$ cat src/rtl/hpp_pkg.sv
package hpp_pkg;

  localparam int unsigned COORD_WIDTH_DEF = 32;
  localparam int unsigned OUT_W           = 32;
  localparam int unsigned QUEUE_DEPTH     = 3;

  localparam logic [7:0] CH_NL    = 8'h0A;
  localparam logic [7:0] CH_TAB   = 8'h09;
  localparam logic [7:0] CH_VT    = 8'h0B;
  localparam logic [7:0] CH_FF    = 8'h0C;
  localparam logic [7:0] CH_CR    = 8'h0D;
  localparam logic [7:0] CH_SPACE = 8'h20;
  localparam logic [7:0] CH_PLUS  = 8'h2B;
  localparam logic [7:0] CH_COMMA = 8'h2C;
  localparam logic [7:0] CH_MINUS = 8'h2D;
  localparam logic [7:0] CH_ZERO  = 8'h30;
  localparam logic [7:0] CH_NINE  = 8'h39;
  localparam logic [7:0] CH_SEMI  = 8'h3B;

  localparam logic [15:0] OP_PU = 16'h5055;
  localparam logic [15:0] OP_PD = 16'h5044;
  localparam logic [15:0] OP_IN = 16'h494E;
  localparam logic [15:0] OP_SP = 16'h5350;
  localparam logic [15:0] OP_FS = 16'h4653;
  localparam logic [15:0] OP_VS = 16'h5653;

  localparam logic KIND_POINT = 1'b0;
  localparam logic KIND_ERROR = 1'b1;

  typedef enum logic [2:0] {
    MODE_NONE,
    MODE_PU,
    MODE_PD,
    MODE_SKIP,
    MODE_BAD
  } mode_e;

  typedef enum logic [1:0] {
    PH_EMPTY  = 2'd0,
    PH_SIGN   = 2'd1,
    PH_DIGITS = 2'd2,
    PH_TRAIL  = 2'd3
  } phase_e;

  typedef struct packed {
    logic              last;
    logic              first;
    logic              kind;
    logic [OUT_W-1:0]  y;
    logic [OUT_W-1:0]  x;
  } res_t;

  function automatic mode_e cmd_mode(input logic [15:0] op, input logic [1:0] nchars);
    mode_e m;
    if (nchars < 2'd2) begin
      m = MODE_NONE;
    end else begin
      unique case (op) inside
        OP_PU:                      m = MODE_PU;
        OP_PD:                      m = MODE_PD;
        OP_IN, OP_SP, OP_FS, OP_VS: m = MODE_SKIP;
        default:                    m = MODE_BAD;
      endcase
    end
    return m;
  endfunction

  function automatic logic is_blank(input logic [7:0] c);
    return (c == CH_SPACE) || (c == CH_TAB) || (c == CH_CR) || (c == CH_VT) || (c == CH_FF);
  endfunction

endpackage

$ cat src/rtl/hpgl_pen_path_parser.sv
// HPGL pen path parser. Takes plot text one byte per transaction on the slave
// stream and gives polygon points and error results on the master stream. PU
// moves the pen tail, PD gives the tail and then each complete x,y pair, the
// final point marked by tlast; IN, SP, FS and VS are skipped, and any other
// opcode gives one error result (tuser bit 0 set, data zero) after which the
// block ignores all input until reset. Each byte is decoded in the cycle it
// is taken and its results go into a three-entry output queue, so a byte is
// taken every cycle while the master side keeps up; tready drops while two or
// more results wait in that queue, after the ';' of a PD command that
// completes a pair (two results), and for as long as the master side holds
// off once results have piled up.
module hpgl_pen_path_parser #(
  parameter int unsigned COORD_WIDTH = hpp_pkg::COORD_WIDTH_DEF
) (
  input  logic        clk_i,
  input  logic        rst_ni,
  input  logic        s_axis_tvalid_i,
  output logic        s_axis_tready_o,
  input  logic [7:0]  s_axis_tdata_i,   // [7:0] char_byte
  output logic        m_axis_tvalid_o,
  input  logic        m_axis_tready_i,
  output logic [63:0] m_axis_tdata_o,   // [31:0] point_x, [63:32] point_y
  output logic [1:0]  m_axis_tuser_o,   // [0] kind, [1] first_point
  output logic        m_axis_tlast_o    // last_point
);

  localparam int unsigned Cw   = COORD_WIDTH;
  localparam int unsigned Aw   = COORD_WIDTH + 4;
  localparam int unsigned OutW = hpp_pkg::OUT_W;
  localparam int unsigned QDepth = hpp_pkg::QUEUE_DEPTH;
  localparam logic [Aw-1:0] Lim = Aw'(1) << (COORD_WIDTH - 1);

  logic [15:0]   opcode_q, opcode_d;
  logic [1:0]    nchars_q, nchars_d;
  logic [Aw-1:0] accum_q, accum_d;
  hpp_pkg::phase_e ph_q, ph_d;
  logic          neg_q, neg_d;
  logic          bad_q, bad_d;
  logic [Cw-1:0] prev_q, prev_d;
  logic          fidx_q, fidx_d;
  logic [Cw-1:0] tail_x_q, tail_x_d, tail_y_q, tail_y_d;
  logic [Cw-1:0] held_x_q, held_x_d, held_y_q, held_y_d;
  logic          held_first_q, held_first_d;
  logic          halted_q, halted_d;

  hpp_pkg::res_t slot_q [QDepth];
  hpp_pkg::res_t slot_d [QDepth];
  hpp_pkg::res_t shifted [QDepth];
  logic [1:0]    cnt_q, cnt_d;

  hpp_pkg::res_t res0, res1;
  logic [1:0]    npush;
  logic          accept, pop;
  logic [1:0]    base;
  logic [7:0]    c;
  hpp_pkg::mode_e mode, new_mode;
  logic [Cw-1:0] fval;
  logic          range_ok;
  logic [15:0]   opcode_shift;

  function automatic logic [OutW-1:0] sext(input logic [Cw-1:0] v);
    return OutW'(signed'(v));
  endfunction

  function automatic hpp_pkg::res_t mk_point(input logic [Cw-1:0] x, input logic [Cw-1:0] y,
                                             input logic first, input logic last);
    hpp_pkg::res_t r;
    r.kind  = hpp_pkg::KIND_POINT;
    r.x     = sext(x);
    r.y     = sext(y);
    r.first = first;
    r.last  = last;
    return r;
  endfunction

  assign accept = s_axis_tvalid_i & s_axis_tready_o;
  assign pop    = m_axis_tvalid_o & m_axis_tready_i;
  assign c      = s_axis_tdata_i;

  assign mode         = hpp_pkg::cmd_mode(opcode_q, nchars_q);
  assign opcode_shift = {opcode_q[7:0], c};
  assign new_mode     = hpp_pkg::cmd_mode(opcode_shift, nchars_q + 2'd1);

  always_comb begin
    range_ok = neg_q ? (accum_q <= Lim) : (accum_q < Lim);
    if (bad_q || (ph_q == hpp_pkg::PH_EMPTY) || (ph_q == hpp_pkg::PH_SIGN) || !range_ok) begin
      fval = '0;
    end else if (neg_q) begin
      fval = Cw'(0) - accum_q[Cw-1:0];
    end else begin
      fval = accum_q[Cw-1:0];
    end
  end

  always_comb begin
    opcode_d     = opcode_q;
    nchars_d     = nchars_q;
    accum_d      = accum_q;
    ph_d         = ph_q;
    neg_d        = neg_q;
    bad_d        = bad_q;
    prev_d       = prev_q;
    fidx_d       = fidx_q;
    tail_x_d     = tail_x_q;
    tail_y_d     = tail_y_q;
    held_x_d     = held_x_q;
    held_y_d     = held_y_q;
    held_first_d = held_first_q;
    halted_d     = halted_q;
    res0         = '0;
    res1         = '0;
    npush        = 2'd0;

    if (accept && !halted_q && (c != hpp_pkg::CH_NL)) begin
      if (c == hpp_pkg::CH_SEMI) begin
        if ((mode == hpp_pkg::MODE_NONE) || (mode == hpp_pkg::MODE_BAD)) begin
          res0.kind = hpp_pkg::KIND_ERROR;
          npush     = 2'd1;
          halted_d  = 1'b1;
        end else begin
          if (mode == hpp_pkg::MODE_PU) begin
            tail_x_d = fidx_q ? prev_q : fval;
            tail_y_d = fval;
          end else if (mode == hpp_pkg::MODE_PD) begin
            if (fidx_q) begin
              res0  = mk_point(held_x_q, held_y_q, held_first_q, 1'b0);
              res1  = mk_point(prev_q, fval, 1'b0, 1'b1);
              npush = 2'd2;
            end else begin
              res0  = mk_point(held_x_q, held_y_q, held_first_q, 1'b1);
              npush = 2'd1;
            end
          end
          opcode_d     = '0;
          nchars_d     = 2'd0;
          accum_d      = '0;
          ph_d         = hpp_pkg::PH_EMPTY;
          neg_d        = 1'b0;
          bad_d        = 1'b0;
          prev_d       = '0;
          fidx_d       = 1'b0;
          held_first_d = 1'b0;
        end
      end else if (nchars_q < 2'd2) begin
        opcode_d = opcode_shift;
        nchars_d = nchars_q + 2'd1;
        if (new_mode == hpp_pkg::MODE_PD) begin
          held_x_d     = tail_x_q;
          held_y_d     = tail_y_q;
          held_first_d = 1'b1;
        end
      end else if ((mode == hpp_pkg::MODE_PU) || (mode == hpp_pkg::MODE_PD)) begin
        if (c == hpp_pkg::CH_COMMA) begin
          accum_d = '0;
          ph_d    = hpp_pkg::PH_EMPTY;
          neg_d   = 1'b0;
          bad_d   = 1'b0;
          if ((mode == hpp_pkg::MODE_PD) && fidx_q) begin
            res0         = mk_point(held_x_q, held_y_q, held_first_q, 1'b0);
            npush        = 2'd1;
            held_x_d     = prev_q;
            held_y_d     = fval;
            held_first_d = 1'b0;
            fidx_d       = 1'b0;
          end else begin
            prev_d = fval;
            fidx_d = 1'b1;
          end
        end else if (hpp_pkg::is_blank(c)) begin
          if (ph_q == hpp_pkg::PH_SIGN) begin
            bad_d = 1'b1;
          end else if (ph_q == hpp_pkg::PH_DIGITS) begin
            ph_d = hpp_pkg::PH_TRAIL;
          end
        end else if ((c == hpp_pkg::CH_PLUS) || (c == hpp_pkg::CH_MINUS)) begin
          if (ph_q == hpp_pkg::PH_EMPTY) begin
            ph_d  = hpp_pkg::PH_SIGN;
            neg_d = (c == hpp_pkg::CH_MINUS);
          end else begin
            bad_d = 1'b1;
          end
        end else if ((c >= hpp_pkg::CH_ZERO) && (c <= hpp_pkg::CH_NINE)) begin
          if (ph_q == hpp_pkg::PH_TRAIL) begin
            bad_d = 1'b1;
          end else begin
            ph_d = hpp_pkg::PH_DIGITS;
            if (accum_q > Lim) begin
              bad_d = 1'b1;
            end else begin
              accum_d = (accum_q << 3) + (accum_q << 1) + Aw'(c[3:0]);
            end
          end
        end else begin
          bad_d = 1'b1;
        end
      end
    end
  end

  // shift the queue down on a pop, append new results behind what remains
  always_comb begin
    shifted[0] = pop ? slot_q[1] : slot_q[0];
    shifted[1] = pop ? slot_q[2] : slot_q[1];
    shifted[2] = slot_q[2];
    base       = cnt_q - {1'b0, pop};
    for (int i = 0; i < QDepth; i++) begin
      if (2'(i) < base) begin
        slot_d[i] = shifted[i];
      end else if ((2'(i) == base) && (npush != 2'd0)) begin
        slot_d[i] = res0;
      end else if ((2'(i) == base + 2'd1) && (npush == 2'd2)) begin
        slot_d[i] = res1;
      end else begin
        slot_d[i] = shifted[i];
      end
    end
    cnt_d = base + npush;
  end

  always_ff @(posedge clk_i or negedge rst_ni) begin
    if (!rst_ni) begin
      opcode_q     <= '0;
      nchars_q     <= 2'd0;
      accum_q      <= '0;
      ph_q         <= hpp_pkg::PH_EMPTY;
      neg_q        <= 1'b0;
      bad_q        <= 1'b0;
      prev_q       <= '0;
      fidx_q       <= 1'b0;
      tail_x_q     <= '0;
      tail_y_q     <= '0;
      held_x_q     <= '0;
      held_y_q     <= '0;
      held_first_q <= 1'b0;
      halted_q     <= 1'b0;
      cnt_q        <= 2'd0;
    end else begin
      opcode_q     <= opcode_d;
      nchars_q     <= nchars_d;
      accum_q      <= accum_d;
      ph_q         <= ph_d;
      neg_q        <= neg_d;
      bad_q        <= bad_d;
      prev_q       <= prev_d;
      fidx_q       <= fidx_d;
      tail_x_q     <= tail_x_d;
      tail_y_q     <= tail_y_d;
      held_x_q     <= held_x_d;
      held_y_q     <= held_y_d;
      held_first_q <= held_first_d;
      halted_q     <= halted_d;
      cnt_q        <= cnt_d;
    end
  end

  always_ff @(posedge clk_i) begin
    for (int i = 0; i < QDepth; i++) begin
      slot_q[i] <= slot_d[i];
    end
  end

  assign s_axis_tready_o = (cnt_q < 2'd2);
  assign m_axis_tvalid_o = (cnt_q != 2'd0);
  assign m_axis_tdata_o  = {slot_q[0].y, slot_q[0].x};
  assign m_axis_tuser_o  = {slot_q[0].first, slot_q[0].kind};
  assign m_axis_tlast_o  = slot_q[0].last;

endmodule

$ cat config.mk
export PLATFORM = sky130hd
export DESIGN_NAME = hpgl_pen_path_parser
export DESIGN_NICKNAME = d
export VERILOG_FILES = /design/src/rtl/hpp_pkg.sv /design/src/rtl/hpgl_pen_path_parser.sv
export SDC_FILE = /design/constraint.sdc
export NUM_CORES = 1
export LEC_CHECK = 0
export BUFFER_PORTS_ARGS = -buffer_cell sky130_fd_sc_hd__buf_2
export CAP_MARGIN = 20
export CORE_MARGIN = 5
export CORE_UTILIZATION = 35
export DETAILED_ROUTE_END_ITERATION = 8
export PLACE_DENSITY_LB_ADDON = 0.08
export SYNTH_ARGS = -nofsm -noshare
export SYNTH_HDL_FRONTEND = slang
export SYNTH_SLANG_ARGS = --single-unit
$ cat constraint.sdc
create_clock -name clk_i -period 5.3 [get_ports clk_i]
set_clock_uncertainty 0.2 [all_clocks]
set_input_delay 1.59 -clock clk_i [delete_from_list [all_inputs] [get_ports clk_i]]
set_output_delay 1.59 -clock clk_i [all_outputs]
set_load 0.01 [all_outputs]
[Word-level counts from Yosys, hierarchy flattened]
Memory sizes are Yosys's and may differ from the RTL's.
Cells that the tools add are included.
Operators by class
  equal/unequal tests: 50
  $lt $le $gt $ge: 11
  reductions and logical operators: 54
  bitwise logic cells: 4
  add/sub/neg operators: 7
  muxes and demuxes: 120
Operators with widths (count)
  $mux W67: 22
  $mux W32: 19
  $mux W36: 10
  $mux W66: 4
  $eq A16 B15 Y1 const B: 12
  $mux W64: 1
  $mux W16: 3
  $mux W2: 21
  $eq A8 B6 Y1 const B: 5
  $add A36 B36 Y36: 1
  $add A36 B4 Y36: 1
  $gt A36 B32 Y1 const B: 1
  $le A36 B32 Y1 const B: 1
  $lt A36 B32 Y1 const B: 1
  $mux W1: 36
  $eq A8 B4 Y1 const B: 4
  $sub A1 B32 Y32 const A: 1
  $pmux W3 S3: 2
  $reduce_and A6 Y1: 3
  $reduce_and A9 Y1: 2
  $reduce_bool A3 Y1: 6
  $reduce_bool A2 Y1: 8
  $reduce_and A7 Y1: 2
  $ne A3 B3 Y1 const B: 4
  other kinds (37): 76
Word-level totals
  output and inout bits: 69
  memories kept: 1
  RAM bits: 201
  bits in registers: 223
  logic and storage cells: 262
  input bits: 12
Memories
  slot_q: depth 3, width 67, read ports 3, clocked after Yosys merged registers in 0, wr ports 3, line hpgl_pen_path_parser.sv:46  | hpp_pkg::res_t slot_q [QDepth];

[Logic depth before layout (Yosys ltp)]
Gate-level depths: netlist of the first run.
  word-level depth: 17
  mapped depth: 14
  gate-level depth less buffers: 13

[Least setup slack after synthesis of the first run]
No wires, ideal clock.
  kind: input port to flip-flop
  from: input m_axis_tready_i
  to: memory slot_q[0][134] in the netlist's numbering, enable pin
  data required time: 4.673 ns
  library setup time: 0.427 ns
  stages on the path: 10
  path buffers: 4
  arrival: 5.244 ns
  slack: -0.571 ns
  cells stage by stage: nand2_1 -> inv_2 -> clkbuf_1 -> clkbuf_1 -> ha_1 -> xnor2_1 -> or4_1 -> buf_2 -> clkbuf_1 -> nand2_1
RTL lines
  start: declaration: line hpgl_pen_path_parser.sv:21  | input logic m_axis_tready_i,
  end: declaration: line hpgl_pen_path_parser.sv:46

[Final worst setup path of the first run]
  from: input s_axis_tdata_i[3]
  to: register accum_q[35]
Between the ends
  longest elaborated chain between the ends: 10
  elaborated cells on any way between the ends: 38
  those cells by class: 1 x add/sub; 2 x order compare; 16 x eq/ne; 9 x mux; 10 x reduce/logical
RTL lines
  start: declaration: line hpgl_pen_path_parser.sv:19  | input logic [7:0] s_axis_tdata_i,
  $add A36 B4 Y36: line hpgl_pen_path_parser.sv:190  | accum_d = (accum_q << 3) + (accum_q << 1) + Aw'(c[3:0]);
  $mux W36: line hpgl_pen_path_parser.sv:187  | if (accum_q > Lim) begin
  $mux W36: line hpgl_pen_path_parser.sv:183  | if (ph_q == hpp_pkg::PH_TRAIL) begin
  $mux W36: line hpgl_pen_path_parser.sv:182  | end else if ((c >= hpp_pkg::CH_ZERO) && (c <= hpp_pkg::CH_NINE)) begin
  $mux W36: line hpgl_pen_path_parser.sv:175  | end else if ((c == hpp_pkg::CH_PLUS) || (c == hpp_pkg::CH_MINUS)) begin
  $mux W36: line hpgl_pen_path_parser.sv:169  | end else if (hpp_pkg::is_blank(c)) begin
  $mux W36: line hpgl_pen_path_parser.sv:153  | if (c == hpp_pkg::CH_COMMA) begin
  $mux W36: line hpgl_pen_path_parser.sv:152  | end else if ((mode == hpp_pkg::MODE_PU) || (mode == hpp_pkg::MODE_PD)) begin
  $mux W36: line hpgl_pen_path_parser.sv:144  | end else if (nchars_q < 2'd2) begin
  $mux W36: line hpgl_pen_path_parser.sv:115  | if (c == hpp_pkg::CH_SEMI) begin
  end signal: assignment: line hpgl_pen_path_parser.sv:240  | accum_q <= accum_d;
  end: declaration: line hpgl_pen_path_parser.sv:35  | logic [Aw-1:0] accum_q, accum_d;
Parallel ways exist; a longest one is shown, timed or not. The select of a mux whose other input is x is not followed.
A chain may end at the register's enable or synchronous reset.

==> results of run 1 <==
==> critical path, delay by kind of cell <==
family          cells  cell delay (ns)
fa+ha+maj           2             0.79
simple gates        1             0.07
compound gates      7             1.79
buf+inv             1             0.17
xor+xnor            1             0.13
==> synthesized netlist by cell type, types with 13 or more instances <==
cell,n,area share (%)
a22o_1,17,0.68
nor3_1,18,0.41
xor2_1,34,1.4
and3_1,65,1.9
buf_4,66,2.3
o211ai_1,15,0.52
nand3_1,76,1.7
mux2i_1,42,1.9
o21ai_1,68,1.6
edfxtp_1,67,9.2
buf_2,13,0.30
ha_1,69,3.9
or2_2,22,0.63
o22ai_1,46,1.3
xnor2_1,33,1.3
nor2_1,275,4.7
or3_1,17,0.49
dfxtp_1,134,12
a211oi_1,23,0.79
clkbuf_1,146,2.5
nand2b_1,17,0.49
a21oi_1,258,5.9
a21o_1,18,0.62
inv_1,24,0.41
nand2_1,432,7.4
o21ai_0,178,4.1
o31ai_1,39,1.3
dfrtp_1,223,26
==> kinds of logic after synthesis <==
family | Yosys count
AO/OA/AOI/OAI | 699
XOR/XNOR | 67
adder cells (fa/ha/maj) | 71
buffers and inverters | 260
flip-flops | 424
multiplexers | 47
AND/OR/NAND/NOR | 991
==> per-layer routing <==
layer  vias to the layer above  GRT usage [%]  part of all wire [%]
met4                         0           4.56                   2.0
li1                       8797              -                     -
met5                         -              0                     0
met2                       287           34.1                    49
met3                        72           2.42                   3.0
met1                      8758           26.0                    46
==> sequential cells by signal (all words and copies together) (netlist names), 2 cells and up <==
signal,count
nchars_q,2
accum_q,36
tail_x_q,32
opcode_q,16
cnt_q,2
held_x_q,32
ph_q,2
slot_q,201
held_y_q,32
prev_q,32
tail_y_q,32
==> area by class of cell <==
| class | instances | area share [%] |
|---|---|---|
| well taps | 837 | 4.28 |
| clock buffers | 84 | 6.06 |
| inverters | 25 | 0.394 |
| clock inverters | 12 | 0.932 |
| flip-flops and latches | 424 | 42.0 |
| multi-input cells | 1875 | 42.6 |
| repair buffers | 127 | 3.69 |
==> path summary, 6_finish.rpt <==
kind	startpoint	end	slack (ns)	depth (start not counted)
hold reg to reg	halted_q	halted_q	0.27	1
hold / removal	halted_q	halted_q	0.27	1
max in group asynchronous	rst_ni	held_x_q[15]	3.13	2
min in group asynchronous	rst_ni	opcode_q[6]	0.81	1
setup / recovery	s_axis_tdata_i[3]	accum_q[35]	1.04	12
setup reg to reg	accum_q[0]	slot_q[0][177]	1.21	12
==> report_power, final <==
group | internal (mW) | switching, mW
clock | 2.19 | 1.43
combinational | 0.724 | 0.934
sequential | 3.75 | 0.283
total | 6.67 | 2.65
==> placed cells by master (no fill, tap or decap), drive strengths merged, types with 15 or more instances in the layout <==
cell type	count
nor3	19
a21oi	259
edfxtp	67
nand3	76
o211ai	15
nand2	432
mux2i	42
o22ai	46
o21ai	246
inv	26
a21o	18
or3	17
a22o	17
buf	127
xor2	34
dfrtp	223
and3	65
or2	25
nor2	275
xnor2	33
ha	69
nand2b	17
dfxtp	134
clkbuf	84
a211oi	23
o31ai	39
==> through the flow <==
step                      setup WS, ns  hold slack (ns)
final                             1.04            0.267
after global routing             0.801            0.285
after CTS                         1.07            0.270
after detailed placement         0.457            0.257
after global placement           0.412            0.255
after floorplan                 0.0481            0.236
==> metrics.cfg, run 1 <==
[layout]
instances_no_fill=3384
final_util_pct=39.5
multi_input_area_sq_um=10400
area_delta_synth_final_pct=11.8
antennaDiodeCount=0
final-seq-area_sq_um=10300
finalInstanceArea_sq_um=24400
n_fill_cell=6299
final_layout_size_suffix_gt1_share_pct=9.74
layout.nets=2587

[logic_synthesis]
synthAdderAreaFrac_pct=4.13
synth_compound_area_share_pct=18.2
async_flop_share_pct=52.6
synth_edf_count=67
synth_warnings=0
netlist_area_sq_um=21900
seq_area_frac_synth_pct=47.0
synth-simple-area-share_pct=20.1
synth-xor-area-share_pct=2.68
synth.area.mux_share_pct=2.18
syn_inst=2559
synth_top_family_by_area=simple AND/OR/NAND/NOR gates
ys.flop_type=dfrtp_1
yosysUniqueCellTypes=71
syn_nets=2642
avgSynthCellArea_sq_um=8.54
ys_ff_latch=424

[sta]
hold_violations=0
worst_pin_slew_ns=0.952
rsz0062_at_grt=false
setup_viol=0
finalSetupTns_ns=0
slew_violations=0
period_share_pct=80.4
fmax_mhz=235
layout_min_cycle_time_ns=4.26
relSlewSlack_pct=36.3

[grt]
antenna_found_initial=0
grt_pass1_vias=17731
grtUsageTotal_pct=19.5
grt_pass1_wl_um=105000
overflow=0
grt_max_degree=116

[place]
dp_cells=3287
hpwlAfterDp_um=43000
place_area_sq_um=22700
gp_congestion=0.829
port_buffers=80

[route]
first_pass_iters=5
route.detailed.vias_per_inst=5.29
ant_nets=0
drt_iter0_drc=1109
wire_per_inst_um=19.8
wl_um=67100
route.detailed.drc=0
via_count=17914

[clocking]
root_buffer=clkbuf_16
cts_tree=built
path_clk_slew_ns=0.05
post_cts_resized=0
post-cts-setup-buffer-count=0
clk_latency_ns=0.61
cts.path.max_buffers=3
htreeDepth=2
cts_sinks=424
postCtsHoldBufs=0
numCtsBuffers=51

[power]
power_leakage_nw=10.5
power_density_nw_per_um2=381
vdd_drop_max_mv=0.262
fin_total_pwr_mw=9.32

[worst_hold_path]
worstHoldPathType=reg2reg

[die]
core_sq_um=61800
fp.dieW_um=260
die_h_um=260
rows=91
io_pins=81
die_area_sq_um=67600
start_util_pct=35.4

[setup_path]
critPathLaunchType=input port
critical_path.cell_chain=buf_2 > fa_1 > ha_1 > o211ai_1 > o211ai_1 > a211oi_1 > a211oi_1 > a41o_1 > nor3_1 > o41ai_1 > xnor2_1 > o31ai_1
crit_fanout=10
crit_arrival_ns=4.55
critPathRequiredTime_ns=5.59
cp_slowest_stage_delay_ns=0.45
critPathCaptureType=flop
crit_slowest_cell=fa_1
crit_type=in2reg

[run_status]
status=complete, no violations

[job]
max_cap_violations=0

(Power assumes the default switching activity.)
==> run 2: changes to the inputs <==
Clock period 5.3 ns to 4.5 ns, I/O delays scaled along.
==> run 2 against run 1 <==
Against the previous run:
- worst hold slack lost 0.0012 ns
- wire length shrank 2.2%
- sequential share of layout area shrank 0.56 points
- largest power group unchanged
- first-iteration DRC count grew 0.72%
- non-clock buffer count grew 39
- combinational power grew 19%
- via count grew 0.19%
- count of clock-buffer cells in the layout shrank 11
- utilization grew 0.53 points
- sequential power grew 17%
- critical endpoint is now slot_q[0][154]
- final cell count grew 1.1%
- final area grew 1.3%
==> metrics.cfg, run 2 (synthesis results as in run 1) <==
[run_status]
status=complete, no violations

[route]
via_count=17948
wl_um=65600
wl_met1_um=30500
dr_wl_met2_um=31300
highest_layer=met4
route.detailed.drc=0
first_pass_iters=5
route.detailed.vias_per_inst=5.25
route.met3.wl_um=2120
wire_per_inst_um=19.2
drt_iter0_drc=1117
ant_nets=0

[clocking]
post-cts-setup-buffer-count=0
root_buffer=clkbuf_16
cts_tree=built
clk_latency_ns=0.59
cts.path.max_buffers=3
post_cts_resized=0
postCtsHoldBufs=0
path_clk_slew_ns=0.06
cts_sinks=424
htreeDepth=2
numCtsBuffers=50

[place]
dp_cells=3327
port_buffers=80
gp_congestion=0.863
hpwlAfterDp_um=44000

[die]
die_area_sq_um=67600
core_sq_um=61800
io_pins=81
fp.dieW_um=260
die_h_um=260
start_util_pct=35.4
rows=91

[setup_path]
crit_top_cell=or4_4
crit_fanout=102
cp_slowest_stage_delay_ns=0.58
critPathCaptureType=flop
critical_path.cell_chain=or3b_1 > or4_1 > or4_4 > nor3_4 > a21oi_2 > or4_4 > buf_12 > nand3_1 > o21ai_1
critPathLaunchType=flop
critPathRequiredTime_ns=4.61
crit_type=reg2reg
crit_arrival_ns=4.08
crit_slowest_cell=or4_4
critPathBufInv=1
crit_family=simple AND/OR/NAND/NOR gates

[power]
power_density_nw_per_um2=438
power_leakage_nw=10.6
power_frac_seq_pct=43.7
swShare_pct=28.4
vdd_drop_max_mv=0.251
pwr-share-clk_pct=38.2
p_switching_mw=3.08
p_int_mw=7.77
p_comb_share_pct=18.1

[layout]
top_register=slot_q
antennaDiodeCount=0
largest_reg_flops=201
mostFrequentLayoutCell=nand2_1
top_regs=slot_q (201), accum_q (36)
final_cell_mix=nand2_1 (430), nor2_1 (272), a21oi_1 (258)
area_delta_synth_final_pct=13.3
layout.nets=2625
instances_no_fill=3420
final_layout_size_suffix_gt1_share_pct=11.3

[sta]
whs_ns=0.266
layout_min_cycle_time_ns=3.97
period_share_pct=88.3
setup_viol=0
hold_violations=0
slew_violations=0
fmax_mhz=252
relSlewSlack_pct=33.1
worst_pin_slew_ns=1.00
rsz0062_at_grt=false

[grt]
overflow=0
grtUsageTotal_pct=19.2
grt_pass1_wl_um=104000
grt_pass1_vias=17647
antenna_found_initial=1
grt_max_degree=103

[job]
max_cap_violations=0

[worst_hold_path]
worstHoldPathType=reg2reg

run 2: cell count changes in the layout (fill, tap and decap cells not counted), moves of 3 or more:
cell	change
clkbuf_8	+4
clkinv_2	+3
buf_4	+34
clkbuf_1	-14
clkinv_1	+5
buf_12	+5
run 2: path summary, 6_finish.rpt:
check	start	to	slack, ns	cells after the start
setup reg to reg	opcode_q[0]	slot_q[0][154]	0.53	9
setup / recovery	opcode_q[0]	slot_q[0][154]	0.53	9
min in group asynchronous	rst_ni	opcode_q[7]	0.53	1
hold / removal	halted_q	halted_q	0.27	1
max in group asynchronous	rst_ni	tail_x_q[10]	2.73	2
hold reg to reg	halted_q	halted_q	0.27	1
run 2: power by group through the flow:
| stage | logic, mW | registers (mW) | clock network, mW |
|---|---|---|---|
| 2_1_floorplan | 1.72 | 4.72 | 0 |
| 3_3_place_gp | 1.99 | 4.80 | 0 |
| 3_5_place_dp | 2.00 | 4.82 | 0 |
| 4_1_cts | 2.01 | 4.75 | 4.27 |
| 5_1_grt | 2.22 | 4.80 | 4.41 |
| 6_report | 1.97 | 4.74 | 4.14 |
run 2: layout make-up:
cell class              count  area [sq um]
fillers                  6311         37100
multi-input cells        1875         10400
flip-flops and latches    424         10300
clock buffers              73          1460
repair buffers            166          1260
well taps                 837          1050
clock inverters            20           209
inverters                  25          96.3
run 2: stage by stage:
stage | power, mW | TNS, ns | worst slack [ns] | instance area, sq um | util (%)
6_report | 10.9 | 0 | 0.528 | 24800 | 40.1
5_1_grt | 11.4 | 0 | 0.159 | 24800 | 40.1
4_1_cts | 11.0 | 0 | 0.567 | 24800 | 40.1
3_5_place_dp | 6.82 | -0.0227 | -0.0227 | 23100 | 37.4
3_3_place_gp | 6.79 | 0 | 0.0267 | 23100 | 37.4
2_1_floorplan | 6.44 | 0 | 0.157 | 21900 | -
run 2: per-layer routing:
layer  vias up  global-route usage [%]
met5         -                       0
met1      8699                    26.0
met2       277                    32.7
met4         0                    4.92
met3        89                    2.35
li1       8883                       -
